===== src/lc3_pkg.sv =====
// Package for the LC-3 instruction executor: command codes, opcodes, constants.
// No dependencies.
package lc3_pkg;

   localparam logic [1:0] CMD_WRITE = 2'd0;
   localparam logic [1:0] CMD_STEP  = 2'd1;
   localparam logic [1:0] CMD_READ  = 2'd2;

   localparam logic [3:0] OP_BR   = 4'h0;
   localparam logic [3:0] OP_ADD  = 4'h1;
   localparam logic [3:0] OP_LD   = 4'h2;
   localparam logic [3:0] OP_ST   = 4'h3;
   localparam logic [3:0] OP_JSR  = 4'h4;
   localparam logic [3:0] OP_AND  = 4'h5;
   localparam logic [3:0] OP_LDR  = 4'h6;
   localparam logic [3:0] OP_STR  = 4'h7;
   localparam logic [3:0] OP_RTI  = 4'h8;
   localparam logic [3:0] OP_NOT  = 4'h9;
   localparam logic [3:0] OP_LDI  = 4'hA;
   localparam logic [3:0] OP_STI  = 4'hB;
   localparam logic [3:0] OP_JMP  = 4'hC;
   localparam logic [3:0] OP_LEA  = 4'hE;
   localparam logic [3:0] OP_TRAP = 4'hF;

   localparam logic [15:0] MCR_ADDR = 16'hFFFE;

   // memory address source
   typedef enum logic [2:0] {
      MA_HOST, MA_PC, MA_OFF9, MA_OFF6, MA_R6, MA_TRAP, MA_MDR, MA_MCR
   } maddr_sel_type;

   // controller to datapath
   typedef struct packed {
      maddr_sel_type maddr_sel;
      logic          mem_we;      // write memory
      logic          mem_host_wd; // write data from host, else register
      logic          load_ir;
      logic          load_mdr;
      logic          exec;        // retire instruction (regs, pc, flags)
      logic          load_run;    // capture MCR bit 15
      logic          load_rsp;    // capture response word
      logic          rsp_read;    // response read_data from memory
      logic          rsp_exec;
   } ctl_type;

   // datapath to controller
   typedef struct packed {
      logic [3:0] opcode;
   } stat_type;

endpackage


===== src/lc3_ctrl.sv =====
// Controller state machine for the LC-3 executor.
// Depends on lc3_pkg.
module lc3_ctrl (
   input  logic              clock,
   input  logic              reset,
   input  logic              req_valid,
   input  logic [1:0]        req_command,
   output logic              req_ready,
   output logic              rsp_valid,
   input  logic              rsp_ready,
   input  logic              run_bit,
   input  lc3_pkg::stat_type stat,
   output lc3_pkg::ctl_type  ctl,
   output logic              cmd_load
);
   typedef enum logic [3:0] {
      S_IDLE, S_HWR, S_HRD, S_CHK, S_CHKW, S_FETCH, S_FWAIT, S_DEC,
      S_M1, S_M1W, S_M2, S_M2W, S_EXEC, S_STAT, S_STATW, S_OUT
   } state_type;

   state_type  state_ff, state_in;
   logic       rsp_valid_ff, rsp_valid_in;
   logic [1:0] cmd_ff, cmd_in;

   assign req_ready = (state_ff == S_IDLE) && !rsp_valid_ff;
   assign rsp_valid = rsp_valid_ff;
   assign cmd_load  = req_valid && req_ready;

   // next state and commands
   always_comb begin
      state_in     = state_ff;
      cmd_in       = cmd_ff;
      rsp_valid_in = rsp_valid_ff && !rsp_ready;
      ctl          = '0;
      ctl.maddr_sel = lc3_pkg::MA_MCR;
      case (state_ff)
         S_IDLE: begin
            if (cmd_load) begin
               cmd_in = req_command;
               case (req_command)
                  lc3_pkg::CMD_WRITE: state_in = S_HWR;
                  lc3_pkg::CMD_READ:  state_in = S_HRD;
                  lc3_pkg::CMD_STEP:  state_in = S_CHK;
                  default:            state_in = S_STAT;
               endcase
            end
         end
         S_HWR: begin
            ctl.maddr_sel   = lc3_pkg::MA_HOST;
            ctl.mem_we      = 1'b1;
            ctl.mem_host_wd = 1'b1;
            state_in        = S_STAT;
         end
         S_HRD: begin
            ctl.maddr_sel = lc3_pkg::MA_HOST;
            state_in      = S_M1W;
         end
         S_CHK:  state_in = S_CHKW;
         // record whether the step runs; a halted step drops to status
         S_CHKW: begin
            ctl.load_rsp = 1'b1;
            ctl.rsp_exec = run_bit;
            state_in     = run_bit ? S_FETCH : S_STAT;
         end
         S_FETCH: begin
            ctl.maddr_sel = lc3_pkg::MA_PC;
            state_in      = S_FWAIT;
         end
         S_FWAIT: begin
            ctl.load_ir = 1'b1;
            state_in    = S_DEC;
         end
         S_DEC: begin
            state_in = S_EXEC;
            case (stat.opcode) inside
               lc3_pkg::OP_LD, lc3_pkg::OP_LDI, lc3_pkg::OP_STI: begin
                  ctl.maddr_sel = lc3_pkg::MA_OFF9;
                  state_in      = S_M1W;
               end
               lc3_pkg::OP_LDR: begin
                  ctl.maddr_sel = lc3_pkg::MA_OFF6;
                  state_in      = S_M1W;
               end
               lc3_pkg::OP_RTI: begin
                  ctl.maddr_sel = lc3_pkg::MA_R6;
                  state_in      = S_M1W;
               end
               lc3_pkg::OP_TRAP: begin
                  ctl.maddr_sel = lc3_pkg::MA_TRAP;
                  state_in      = S_M1W;
               end
               lc3_pkg::OP_ST: begin
                  ctl.maddr_sel = lc3_pkg::MA_OFF9;
                  ctl.mem_we    = 1'b1;
               end
               lc3_pkg::OP_STR: begin
                  ctl.maddr_sel = lc3_pkg::MA_OFF6;
                  ctl.mem_we    = 1'b1;
               end
               default: ;
            endcase
         end
         S_M1W: begin
            ctl.load_mdr = 1'b1;
            if (cmd_ff == lc3_pkg::CMD_READ) begin
               ctl.load_rsp = 1'b1;
               ctl.rsp_read = 1'b1;
               state_in     = S_STAT;
            end else if (stat.opcode == lc3_pkg::OP_LDI ||
                         stat.opcode == lc3_pkg::OP_STI) begin
               state_in = S_M2;
            end else begin
               state_in = S_EXEC;
            end
         end
         S_M2: begin
            ctl.maddr_sel = lc3_pkg::MA_MDR;
            ctl.mem_we    = (stat.opcode == lc3_pkg::OP_STI);
            state_in      = (stat.opcode == lc3_pkg::OP_STI) ? S_EXEC : S_M2W;
         end
         S_M2W: begin
            ctl.load_mdr = 1'b1;
            state_in     = S_EXEC;
         end
         S_EXEC: begin
            ctl.exec = 1'b1;
            state_in = S_STAT;
         end
         S_STAT: state_in = S_STATW;
         S_STATW: begin
            ctl.load_run = 1'b1;
            ctl.load_rsp = (cmd_ff != lc3_pkg::CMD_READ) &&
                           (cmd_ff != lc3_pkg::CMD_STEP);
            state_in     = S_OUT;
         end
         S_OUT: begin
            rsp_valid_in = 1'b1;
            state_in     = S_IDLE;
         end
         default: state_in = S_IDLE;
      endcase
   end

   // hold state and response valid
   always_ff @(posedge clock) begin
      if (reset) begin
         state_ff     <= S_IDLE;
         rsp_valid_ff <= 1'b0;
         cmd_ff       <= lc3_pkg::CMD_WRITE;
      end else begin
         state_ff     <= state_in;
         rsp_valid_ff <= rsp_valid_in;
         cmd_ff       <= cmd_in;
      end
   end
endmodule


===== config.mk =====
export PLATFORM = sky130hd
export DESIGN_NAME = lc3_ctrl
export DESIGN_NICKNAME = d
export VERILOG_FILES = /design/src/lc3_pkg.sv /design/src/lc3_ctrl.sv
export SDC_FILE = /design/constraint.sdc
export NUM_CORES = 1
export LEC_CHECK = 0
export BUFFER_PORTS_ARGS = -buffer_cell sky130_fd_sc_hd__buf_4
export CAP_MARGIN = 30
export CORE_AREA = 8 8 52 54
export DETAILED_ROUTE_END_ITERATION = 12
export DIE_AREA = 0 0 60 62
export PLACE_DENSITY_LB_ADDON = 0.1
export SLEW_MARGIN = 20
export SYNTH_ARGS = -nofsm -noshare
export SYNTH_HDL_FRONTEND = slang
export SYNTH_SLANG_ARGS = --single-unit

===== constraint.sdc =====
create_clock -name clock -period 1.3 [get_ports clock]
set_input_delay 0.13 -clock clock [delete_from_list [all_inputs] [get_ports clock]]
set_output_delay 0.13 -clock clock [all_outputs]
set_load 0.01 [all_outputs]

## Yosys cells after proc, flatten, opt, wreduce, memory -nomap -nowiden

Cells that the tools add are included.

| storage, ports and cells | value |
|---|---|
| flip-flop bits (word level) | 7 |
| input bits | 11 |
| output and inout bits | 15 |
| word-level logic and storage cells | 80 |

| cells by class | value |
|---|---|
| eq/ne operators | 28 |
| muxes and demuxes | 35 |
| reductions and logical operators | 14 |

Operators by type and width:

| operator | count |
|---|---|
| one-hot mux 4 bit (13 select lines) | 1 |
| == test 4 bit, second input constant | 11 |
| 2-to-1 mux 3 bit | 12 |
| == test 4 x 3 -> 1 bit, second input constant | 6 |
| == test 4 x 2 -> 1 bit, second input constant | 4 |
| 2-to-1 mux 1 bit | 14 |
| 2-to-1 mux 4 bit | 3 |
| one-hot mux 3 bit (4 select lines) | 1 |
| one-hot mux 4 bit (3 select lines) | 1 |
| one-hot mux 1 bit (3 select lines) | 2 |
| OR reduction 2 bit | 3 |
| == test 2 bit, second input constant | 2 |
| == test 4 x 1 -> 1 bit, second input constant | 1 |
| logical AND 1 bit | 4 |
| logical NOT 4 bit | 1 |
| != test 2 bit, second input constant | 2 |
| OR reduction 3 bit | 1 |
| == test 2 x 1 -> 1 bit, second input constant | 1 |
| logical NOT 1 bit | 2 |
| logical NOT 2 bit | 1 |
| 2-to-1 mux 2 bit | 1 |
| != test 2 x 1 -> 1 bit, second input constant | 1 |
| AND reduction 2 bit | 1 |
| logical OR 1 bit | 1 |

## Depth between registers and ports, before layout

Gate-level depths: netlist of the first run.

| logic depth | value |
|---|---|
| word-level depth | 8 |
| depth in mapped cells | 6 |
| gate-level depth less buffers | 6 |

## Worst setup path before layout of the first run

Ideal clock, no wire load.

| path | value |
|---|---|
| kind | register to register |
| start point | reg rsp_valid_ff (netlist: rsp_valid) |
| end point | reg state_ff[0] |
| library setup time | 0.066 ns |
| arrival time | 1.244 ns |
| data required time | 1.234 ns |
| setup slack | -0.011 ns |
| cell stages (with the launch flop) | 5 |
| path buffers | 0 |
| period minus slack after synthesis | 1.311 ns |
| cell sequence | dfxtp_1 or3b_1 a311oi_2 o21ai_1 a21oi_2 |

| between the ends | value |
|---|---|
| cells in the longest elaborated chain, start to end | 4 |

Ends and longest elaborated chain:

| what | line | RTL |
|---|---|---|
| start, declared | lc3_ctrl.sv:22 | `logic rsp_valid_ff, rsp_valid_in;` |
| start signal, assigned | lc3_ctrl.sv:152 | `rsp_valid_ff <= rsp_valid_in;` |
| logical NOT 1 bit | lc3_ctrl.sv:25 | `assign req_ready = (state_ff == S_IDLE) && !rsp_valid_ff;` |
| logical AND 1 bit | lc3_ctrl.sv:25 |  |
| logical AND 1 bit | lc3_ctrl.sv:27 | `assign cmd_load = req_valid && req_ready;` |
| != test 2 bit (no source line) | - |  |
| end signal, assigned | lc3_ctrl.sv:151 | `state_ff <= state_in;` |
| end, declared | lc3_ctrl.sv:21 | `state_type state_ff, state_in;` |

No other way between the ends.
A chain may end at the register's enable or synchronous reset.

==> impl_metrics.yaml, run 1 <==
detailed_routing:
  drcViolationCount: 0
  num_vias: 943
  drtPass1Iterations: 4
  postRouteAntennaNets: 0
  totalWireLength_mm: 2.48
  viasPerCell: 5.27
  first_iter_violations: 10
  wl_per_cell_um: 13.9
placement:
  dp_hpwl_mm: 1.86
  dpl-instance-area_um2: 1070
  gp_congestion: 0.882
  io_buffer_count: 25
  place_ws_ns: -0.142
clock_network:
  postCtsHoldBufs: 0
  ctsLongestPathBuffers: 2
  cts_buffers: 3
  cts_sinks: 7
  path_clk_slew_ns: 0.06
  root_buffer: "clkbuf_4"
  cts_tree: "done"
  clk_latency_ns: 0.25
  h-tree-depth: 1
power_and_ir_drop:
  p_switching_w: 0.00116
  combPwrFrac: 0.746
  power_w: 0.00260
  vdd_ir_drop_max_mv: 1.26
  netSwitchingFraction: 0.446
  pwr-share-clk: 0.079
  power.density_nw_per_um2: 2040
  p_leak_nw: 0.560
  internal_power_w: 0.00144
  seq_power_share: 0.175
yosys:
  synth-xor-area-share: 0
  synth-compound-area-share: 0.312
  synthAdderAreaFrac: 0.0524
  synth_top_family_by_area: "simple AND/OR/NAND/NOR gates"
  avgSynthCellArea_um2: 6.96
  syn-num-nets: 117
  mappedNetlistArea_um2: 717
  syn_inst: 103
  ys_seq_area_frac: 0.195
  synth_simple_gate_area_share: 0.326
  ys_types: 40
  ys_ff_latch: 7
  synth_mux_area_frac: 0.0140
  ys.warnings.count: 0
floorplanning:
  die_x_um: 60
  die_y_um: 62
  ios: 26
  rows: 16
  core_um2: 1900
  die_area_um2: 3720
  initial_core_util: 0.377
setup_path:
  critPathArrivalTime_ns: 1.31
  critPathLaunchType: "flop"
  ff2ff_path_depth: 5
  crit_required_ns: 1.17
  critPathKind: "reg2out"
  critPathCaptureType: "output pin"
  critical_path.max_fanout: 7
worst_hold_path:
  min_path_cells: 2
  hp-class: "in2reg"
sta:
  setup_viol: 16
  final_max_slew_viol_count: 0
  fin_hold_ws_ns: 0.0644
  layout_min_cycle_time_ns: 1.44
  min_period_over_period: 1.11
  slew_headroom: 0.773
  hold_violations: 0
  skew_ns: 0.00386
  rsz0062_at_grt: "yes"
  layout_setup_ws_ns: -0.145
  worst-slew-pin-transition_ns: 0.340
  max_freq_ghz: 0.692
grt:
  grt_pass1_wl_mm: 4.28
  grt_pass1_vias: 967
  antenna_found_initial: 0
  grt_use_total: 0.151
  grt_start_max_net_pins: 13
  grt-ovfl-total: 0
layout:
  utilization: 0.671
  area_growth_pct: 78.0
  layout_common_cells: "buf_4 (47), nor2_1 (6), nand3_1 (6), a21oi_1 (6)"
  fillers: 175
  drive_gt1_frac: 0.559
  finish.instance_area_um2: 1280
  fin_nets: 167
  multi_input_area_um2: 611
  seq_area_um2: 158
  antenna_cells: 0
  final_common_cell: "buf_4"
outcome:
  outcome: "complete, but fails checks"
  failed_checks: "negative setup slack"
flow_run:
  maxCapViolCount: 0
## logic make-up after synthesis
group | Yosys count
AOI/OAI and AO/OA | 32
adders and majority gates | 3
muxes | 1
and+or+nand+nor | 44
buffers and inverters | 16
DFF | 7
## through the flow
step / setup TNS (ns) / cells
final: -1.15 / 179
after global routing: -2.45 / 179
after CTS: -1.18 / 179
after detailed placement: -0.498 / 170
after global placement: -0.350 / 170
after floorplan: 0 / 103
## power groups by stage
stage	sequential [W]	clock [W]	combinational, W
final	0.000455	0.000205	0.00194
after global routing	0.000471	0.000230	0.00212
after CTS	0.000438	0.000214	0.00187
after detailed placement	0.000391	0	0.00157
after global placement	0.000389	0	0.00156
after floorplan	0.000325	0	0.000910
## final cells by class
type                       instances  share of cell area
clock buffer                       4              0.0206
inverter                           9              0.0304
multi-input combinational         80               0.478
sequential                         7               0.124
tap                               27              0.0265
timing repair buffer              52               0.321
## metal layers
layer,wire length [um],part of all wire,up-vias,global-route usage
met1,1080,0.43,428,0.155
met5,0,0,-,0
li1,-,-,484,-
met4,25,0.010,0,0.0680
met2,1230,0.49,27,0.288
met3,151,0.061,4,0.0288
## synth_stat cells, drive strengths merged
cell type | n | area share
inv | 9 | 0.047
o221ai | 2 | 0.024
nand4b | 1 | 0.012
o211ai | 1 | 0.010
a21boi | 1 | 0.010
a311oi | 1 | 0.021
and2 | 1 | 0.0087
dfxtp | 7 | 0.20
a31oi | 3 | 0.026
nand3 | 7 | 0.049
nor3 | 10 | 0.070
nand2 | 6 | 0.031
nand2b | 3 | 0.026
a2111o | 1 | 0.016
nor4 | 1 | 0.0087
o41ai | 1 | 0.012
and4 | 1 | 0.012
o41a | 1 | 0.016
or2 | 2 | 0.021
or3 | 1 | 0.0087
and3 | 2 | 0.017
nor4b | 1 | 0.012
nor2 | 7 | 0.037
o311a | 1 | 0.014
or3b | 1 | 0.012
o21ai | 8 | 0.056
a21oi | 8 | 0.061
buf | 5 | 0.042
o21a | 1 | 0.010
mux2i | 1 | 0.014
ha | 3 | 0.052
clkbuf | 2 | 0.010
o31ai | 1 | 0.010
a31o | 2 | 0.024
## path summary, 6_finish.rpt
kind	endpoint	startpoint	slack, ns
max	ctl[9]	state_ff[2]$_SDFFE_PP0P_	-0.14
min	cmd_ff[1]$_SDFFE_PP0P_	reset	0.06
max reg2reg	state_ff[0]$_SDFFE_PP0P_	state_ff[1]$_SDFFE_PP0P_	-0.11
min reg2reg	cmd_ff[1]$_SDFFE_PP0P_	cmd_ff[1]$_SDFFE_PP0P_	0.48
## sequential cells by signal (all words and copies together) (netlist names)
name       count
cmd_ff         2
rsp_valid      1
state_ff       4
## critical path, cell delays in order (launching register included)
cell and delay (ns):
dfxtp_4 0.37, or2_4 0.29, buf_6 0.13, o31ai_4 0.04
a21oi_1 0.09, buf_4 0.15
## repair_timing
action	CTS	global route
setup endpoints to repair	19	18
pin swaps	11	0
resized for setup	31	9
buffers inserted	5	0
Power figures use the tool's default switching activity.
==> run 2: changes to the inputs <==
--- a/config.mk
+++ b/config.mk
@@ -7,11 +7,10 @@
 export LEC_CHECK = 0
 export BUFFER_PORTS_ARGS = -buffer_cell sky130_fd_sc_hd__buf_4
 export CAP_MARGIN = 30
-export CORE_AREA = 8 8 52 54
+export CORE_AREA = 8 8 50 52
 export DETAILED_ROUTE_END_ITERATION = 12
-export DIE_AREA = 0 0 60 62
-export PLACE_DENSITY_LB_ADDON = 0.1
-export SLEW_MARGIN = 20
+export DIE_AREA = 0 0 58 60
+export PLACE_DENSITY = 0.72
 export SYNTH_ARGS = -nofsm -noshare
 export SYNTH_HDL_FRONTEND = slang
 export SYNTH_SLANG_ARGS = --single-unit
==> impl_metrics.yaml, run 2 (synthesized netlist as in run 1, its figures left out) <==
layout:
  largest_reg_flops: 4
  fillers: 145
  fin_nets: 168
  area_growth_pct: 91.8
  finish.instance_area_um2: 1380
  antenna_cells: 0
  drive_gt1_frac: 0.614
  final_common_cell: "buf_4"
  layout_common_cells: "buf_4 (42), buf_6 (8), a21oi_1 (6), nor3_1 (5), nor2_1 (5)"
  fin_cells: 171
  top_register: "state_ff"
power_and_ir_drop:
  vdd_ir_drop_max_mv: 1.48
  power.density_nw_per_um2: 2140
  p_leak_nw: 0.592
outcome:
  failed_checks: "negative setup slack"
  outcome: "complete, but fails checks"
setup_path:
  critPathCaptureType: "output pin"
  critPathLaunchType: "flop"
  critPathArrivalTime_ns: 1.33
  crit_required_ns: 1.17
  critical_path.max_fanout: 7
  cpPeakStageDelay_ns: 0.38
  crit_chain: "or2_4 -> buf_6 -> o31ai_4 -> a21oi_1 -> buf_4"
  critPathKind: "reg2out"
  slowest_stage: "dfxtp_4"
detailed_routing:
  first_iter_violations: 39
  wl_per_cell_um: 17.1
  postRouteAntennaNets: 0
  drcViolationCount: 0
  num_vias: 1001
  viasPerCell: 5.85
  drtPass1Iterations: 4
  totalWireLength_mm: 2.92
grt:
  grt_start_max_net_pins: 17
  grt_pass1_wl_mm: 4.50
  grt_pass1_vias: 1021
  grt_use_total: 0.162
  grt-ovfl-total: 0
  antenna_found_initial: 0
clock_network:
  cts_tree: "done"
  root_buffer: "clkbuf_4"
  path_clk_slew_ns: 0.05
  ctsLongestPathBuffers: 2
  cts_sinks: 7
  cts_buffers: 3
  clk_latency_ns: 0.25
  h-tree-depth: 1
floorplanning:
  core_um2: 1800
  die_x_um: 58
  rows: 16
  die_y_um: 60
  die_area_um2: 3480
  initial_core_util: 0.398
  ios: 26
placement:
  gp_congestion: 0.892
  place_ws_ns: -0.173
  io_buffer_count: 25
  dpl-instance-area_um2: 1050
  dp_hpwl_mm: 1.99
  dp.cells: 161
sta:
  hold_violations: 0
  layout_min_cycle_time_ns: 1.46
  slew_headroom: 0.801
  worst-slew-pin-transition_ns: 0.299
  min_period_over_period: 1.12
  skew_ns: 0.00265
  final_max_slew_viol_count: 0
  setup_viol: 16
  fin_setup_tns_ns: -1.20
  rsz0062_at_grt: "yes"
  max_freq_ghz: 0.686
  layout_setup_ws_ns: -0.158
flow_run:
  maxCapViolCount: 0
worst_hold_path:
  hp-class: "in2reg"
-- run 2: where the power goes --
group	internal [W]	total, W	leakage, nW	switching [W]
sequential	0.000318	0.000481	0.0609	0.000163
clock	0.000117	0.000195	0.0150	0.0000777
combinational	0.00120	0.00227	0.516	0.00107
-- run 2: worst max-delay path, delay by kind of cell, from the launching register on --
family          cells  cell delay, ns
compound gates      2            0.13
buf+inv             2            0.29
flops               1            0.38
simple gates        1            0.28
-- run 2: layout make-up --
type | instances | area (um2) | area share
Tap cell | 18 | 22.5 | 0.0164
Sequential cell | 7 | 158 | 0.115
Timing Repair Buffer | 53 | 465 | 0.338
Multi-Input combinational cell | 80 | 667 | 0.485
Clock buffer | 4 | 26.3 | 0.0191
Inverter | 9 | 36.3 | 0.0264
-- run 2: metal layers --
| layer | vias to the layer above | track usage | share of wire |
|---|---|---|---|
| li1 | 483 | - | - |
| met1 | 458 | 0.171 | 0.38 |
| met2 | 52 | 0.301 | 0.52 |
| met3 | 8 | 0.0344 | 0.077 |
| met4 | 0 | 0.0699 | 0.018 |
| met5 | - | 0 | 0 |
-- run 2: path summary, 6_finish.rpt --
| check | start | to | slack [ns] | depth (start not counted) |
|---|---|---|---|---|
| worst min-delay path | reset | cmd_ff[1]$_SDFFE_PP0P_ | 0.08 | 2 |
| worst min register to register | cmd_ff[1]$_SDFFE_PP0P_ | cmd_ff[1]$_SDFFE_PP0P_ | 0.48 | 2 |
| worst max-delay path | state_ff[2]$_SDFFE_PP0P_ | ctl[9] | -0.16 | 5 |
| worst max register to register | state_ff[3]$_SDFFE_PP0P_ | state_ff[3]$_SDFFE_PP0P_ | -0.06 | 3 |
-- run 2: through the flow --
step,util,total power (W),hold slack [ns]
5_1_grt,0.763,0.00314,0.0758
2_1_floorplan,-,0.00123,0.199
3_3_place_gp,0.585,0.00195,0.332
6_report,0.763,0.00295,0.0786
4_1_cts,0.700,0.00258,0.0710
3_5_place_dp,0.585,0.00198,0.335
-- run 2: what timing repair did --
item | 4_1_cts | 5_1_grt
gates resized for setup | 42 | 21
setup buffers | 4 | 1
pin swaps | 10 | 7
setup endpoints to repair | 20 | 18
cloned | 0 | 1
hold buffers | 0 | 0
endpoints found under the hold margin | 0 | 0
==> run 3: changes to the inputs <==
--- a/config.mk
+++ b/config.mk
@@ -10,6 +10,7 @@
 export CORE_AREA = 8 8 50 52
 export DETAILED_ROUTE_END_ITERATION = 12
 export DIE_AREA = 0 0 58 60
+export HOLD_SLACK_MARGIN = 0.15
 export PLACE_DENSITY = 0.72
 export SYNTH_ARGS = -nofsm -noshare
 export SYNTH_HDL_FRONTEND = slang
==> constraint.sdc (replaced) <==
create_clock -name clock -period 1.3 [get_ports clock]
set_input_delay 0 -clock clock [delete_from_list [all_inputs] [get_ports clock]]
set_output_delay 0 -clock clock [all_outputs]
set_load 0.01 [all_outputs]
==> impl_metrics.yaml, run 3 (synthesized netlist as in run 1, its figures left out) <==
setup_path:
  critical_path.max_fanout: 4
  crit_required_ns: 1.30
  critPathCaptureType: "output pin"
  critPathLaunchType: "flop"
  critPathArrivalTime_ns: 1.33
  critPathKind: "reg2out"
sta:
  rsz0062_at_grt: "yes"
  layout_setup_ws_ns: -0.0278
  hold_violations: 0
  slew_headroom: 0.801
  setup_viol: 8
  worst-slew-pin-transition_ns: 0.298
  layout_min_cycle_time_ns: 1.33
  min_period_over_period: 1.02
  final_max_slew_viol_count: 0
  skew_ns: 0.00746
  fin_setup_tns_ns: -0.101
  max_freq_ghz: 0.753
floorplanning:
  core_um2: 1800
  rows: 16
  die_x_um: 58
  ios: 26
  die_area_um2: 3480
  die_y_um: 60
  initial_core_util: 0.398
clock_network:
  cts_buffers: 3
  root_buffer: "clkbuf_4"
  cts_sinks: 7
  path_clk_slew_ns: 0.05
  ctsLongestPathBuffers: 2
  clk_latency_ns: 0.25
  h-tree-depth: 1
  cts_tree: "done"
grt:
  grt-ovfl-total: 0
  grt_use_total: 0.165
  grt_pass1_vias: 982
  grt_start_max_net_pins: 17
  antenna_found_initial: 0
  grt_pass1_wl_mm: 4.51
layout:
  fin_nets: 166
  area_growth_pct: 93.5
  antenna_cells: 0
  drive_gt1_frac: 0.609
  largest_reg_flops: 4
  layout_common_cells: "buf_4 (32), buf_6 (13), nor3_1 (5), dlygate4sd3_1 (5)"
  final_common_cell: "buf_4"
  fillers: 136
  top_register: "state_ff"
placement:
  dp_hpwl_mm: 1.90
  gp_congestion: 0.909
  io_buffer_count: 25
  place_ws_ns: -0.0784
power_and_ir_drop:
  pwr-share-clk: 0.068
  combPwrFrac: 0.780
  internal_power_w: 0.00161
  p_leak_nw: 0.596
  power_w: 0.00296
  vdd_ir_drop_max_mv: 1.43
  power.density_nw_per_um2: 2130
  netSwitchingFraction: 0.456
  p_switching_w: 0.00135
  seq_power_share: 0.152
detailed_routing:
  wl_per_cell_um: 17.8
  num_vias: 994
  drtPass1Iterations: 5
  first_iter_violations: 19
  totalWireLength_mm: 3.01
  drcViolationCount: 0
  postRouteAntennaNets: 0
  viasPerCell: 5.88
outcome:
  failed_checks: "negative setup slack"
  outcome: "complete, but fails checks"
flow_run:
  maxCapViolCount: 0
worst_hold_path:
  hp-class: "in2reg"
==> run 3: routing by layer <==
metal | routed length [um] | track usage
met1 | 1220 | 0.169
met2 | 1550 | 0.303
met3 | 201 | 0.0430
met4 | 49 | 0.0874
met5 | 0 | 0
==> run 3: cell type report <==
class	instances	area, um2	area share
flip-flops and latches	7	155	0.112
inverters	9	36.3	0.0261
clock buffers	4	26.3	0.0189
repair buffers	51	452	0.326
well taps	18	22.5	0.0162
multi-input cells	80	696	0.501
==> run 3: what timing repair did <==
item	4_1_cts	5_1_grt
pin swaps	9	8
setup endpoints to repair	18	16
gates resized for setup	36	34
hold endpoints to repair	7	0
hold buffers	5	0
setup buffers	5	0
==> run 3: power groups by stage <==
stage | sequential [W] | combinational, W | clock, W
3_5_place_dp | 0.000376 | 0.00155 | 0
3_3_place_gp | 0.000368 | 0.00152 | 0
2_1_floorplan | 0.000325 | 0.000910 | 0
4_1_cts | 0.000416 | 0.00184 | 0.000211
6_report | 0.000450 | 0.00231 | 0.000201
5_1_grt | 0.000459 | 0.00247 | 0.000219
==> run 3: final timing paths <==
path                                  from                        to  slack (ns)  depth (start not counted)
hold / removal              req_command[1]  state_ff[3]$_SDFFE_PP0P_        0.23                          3
setup / recovery  state_ff[1]$_SDFFE_PP0P_                    ctl[8]       -0.03                          6
hold reg to reg     cmd_ff[1]$_SDFFE_PP0P_    cmd_ff[1]$_SDFFE_PP0P_        0.48                          2
setup reg to reg  state_ff[3]$_SDFFE_PP0P_  state_ff[0]$_SDFFE_PP0P_       -0.02                          4
==> run 3: per-stage QoR <==
step | cell area (um2) | utilization | hold slack (ns) | instances
2_1_floorplan | 717 | - | 0.0691 | 103
3_5_place_dp | 1010 | 0.560 | 0.204 | 155
6_report | 1390 | 0.770 | 0.233 | 169
5_1_grt | 1390 | 0.770 | 0.249 | 169
3_3_place_gp | 1010 | 0.560 | 0.204 | 155
4_1_cts | 1230 | 0.685 | 0.213 | 169
==> run 3: critical path, stage by stage (launching register included) <==
cell     delay [ns]
dfxtp_4        0.36
buf_6          0.12
nand2_4        0.07
nor3_2         0.20
o21ai_2        0.09
o41ai_2        0.06
buf_4          0.17
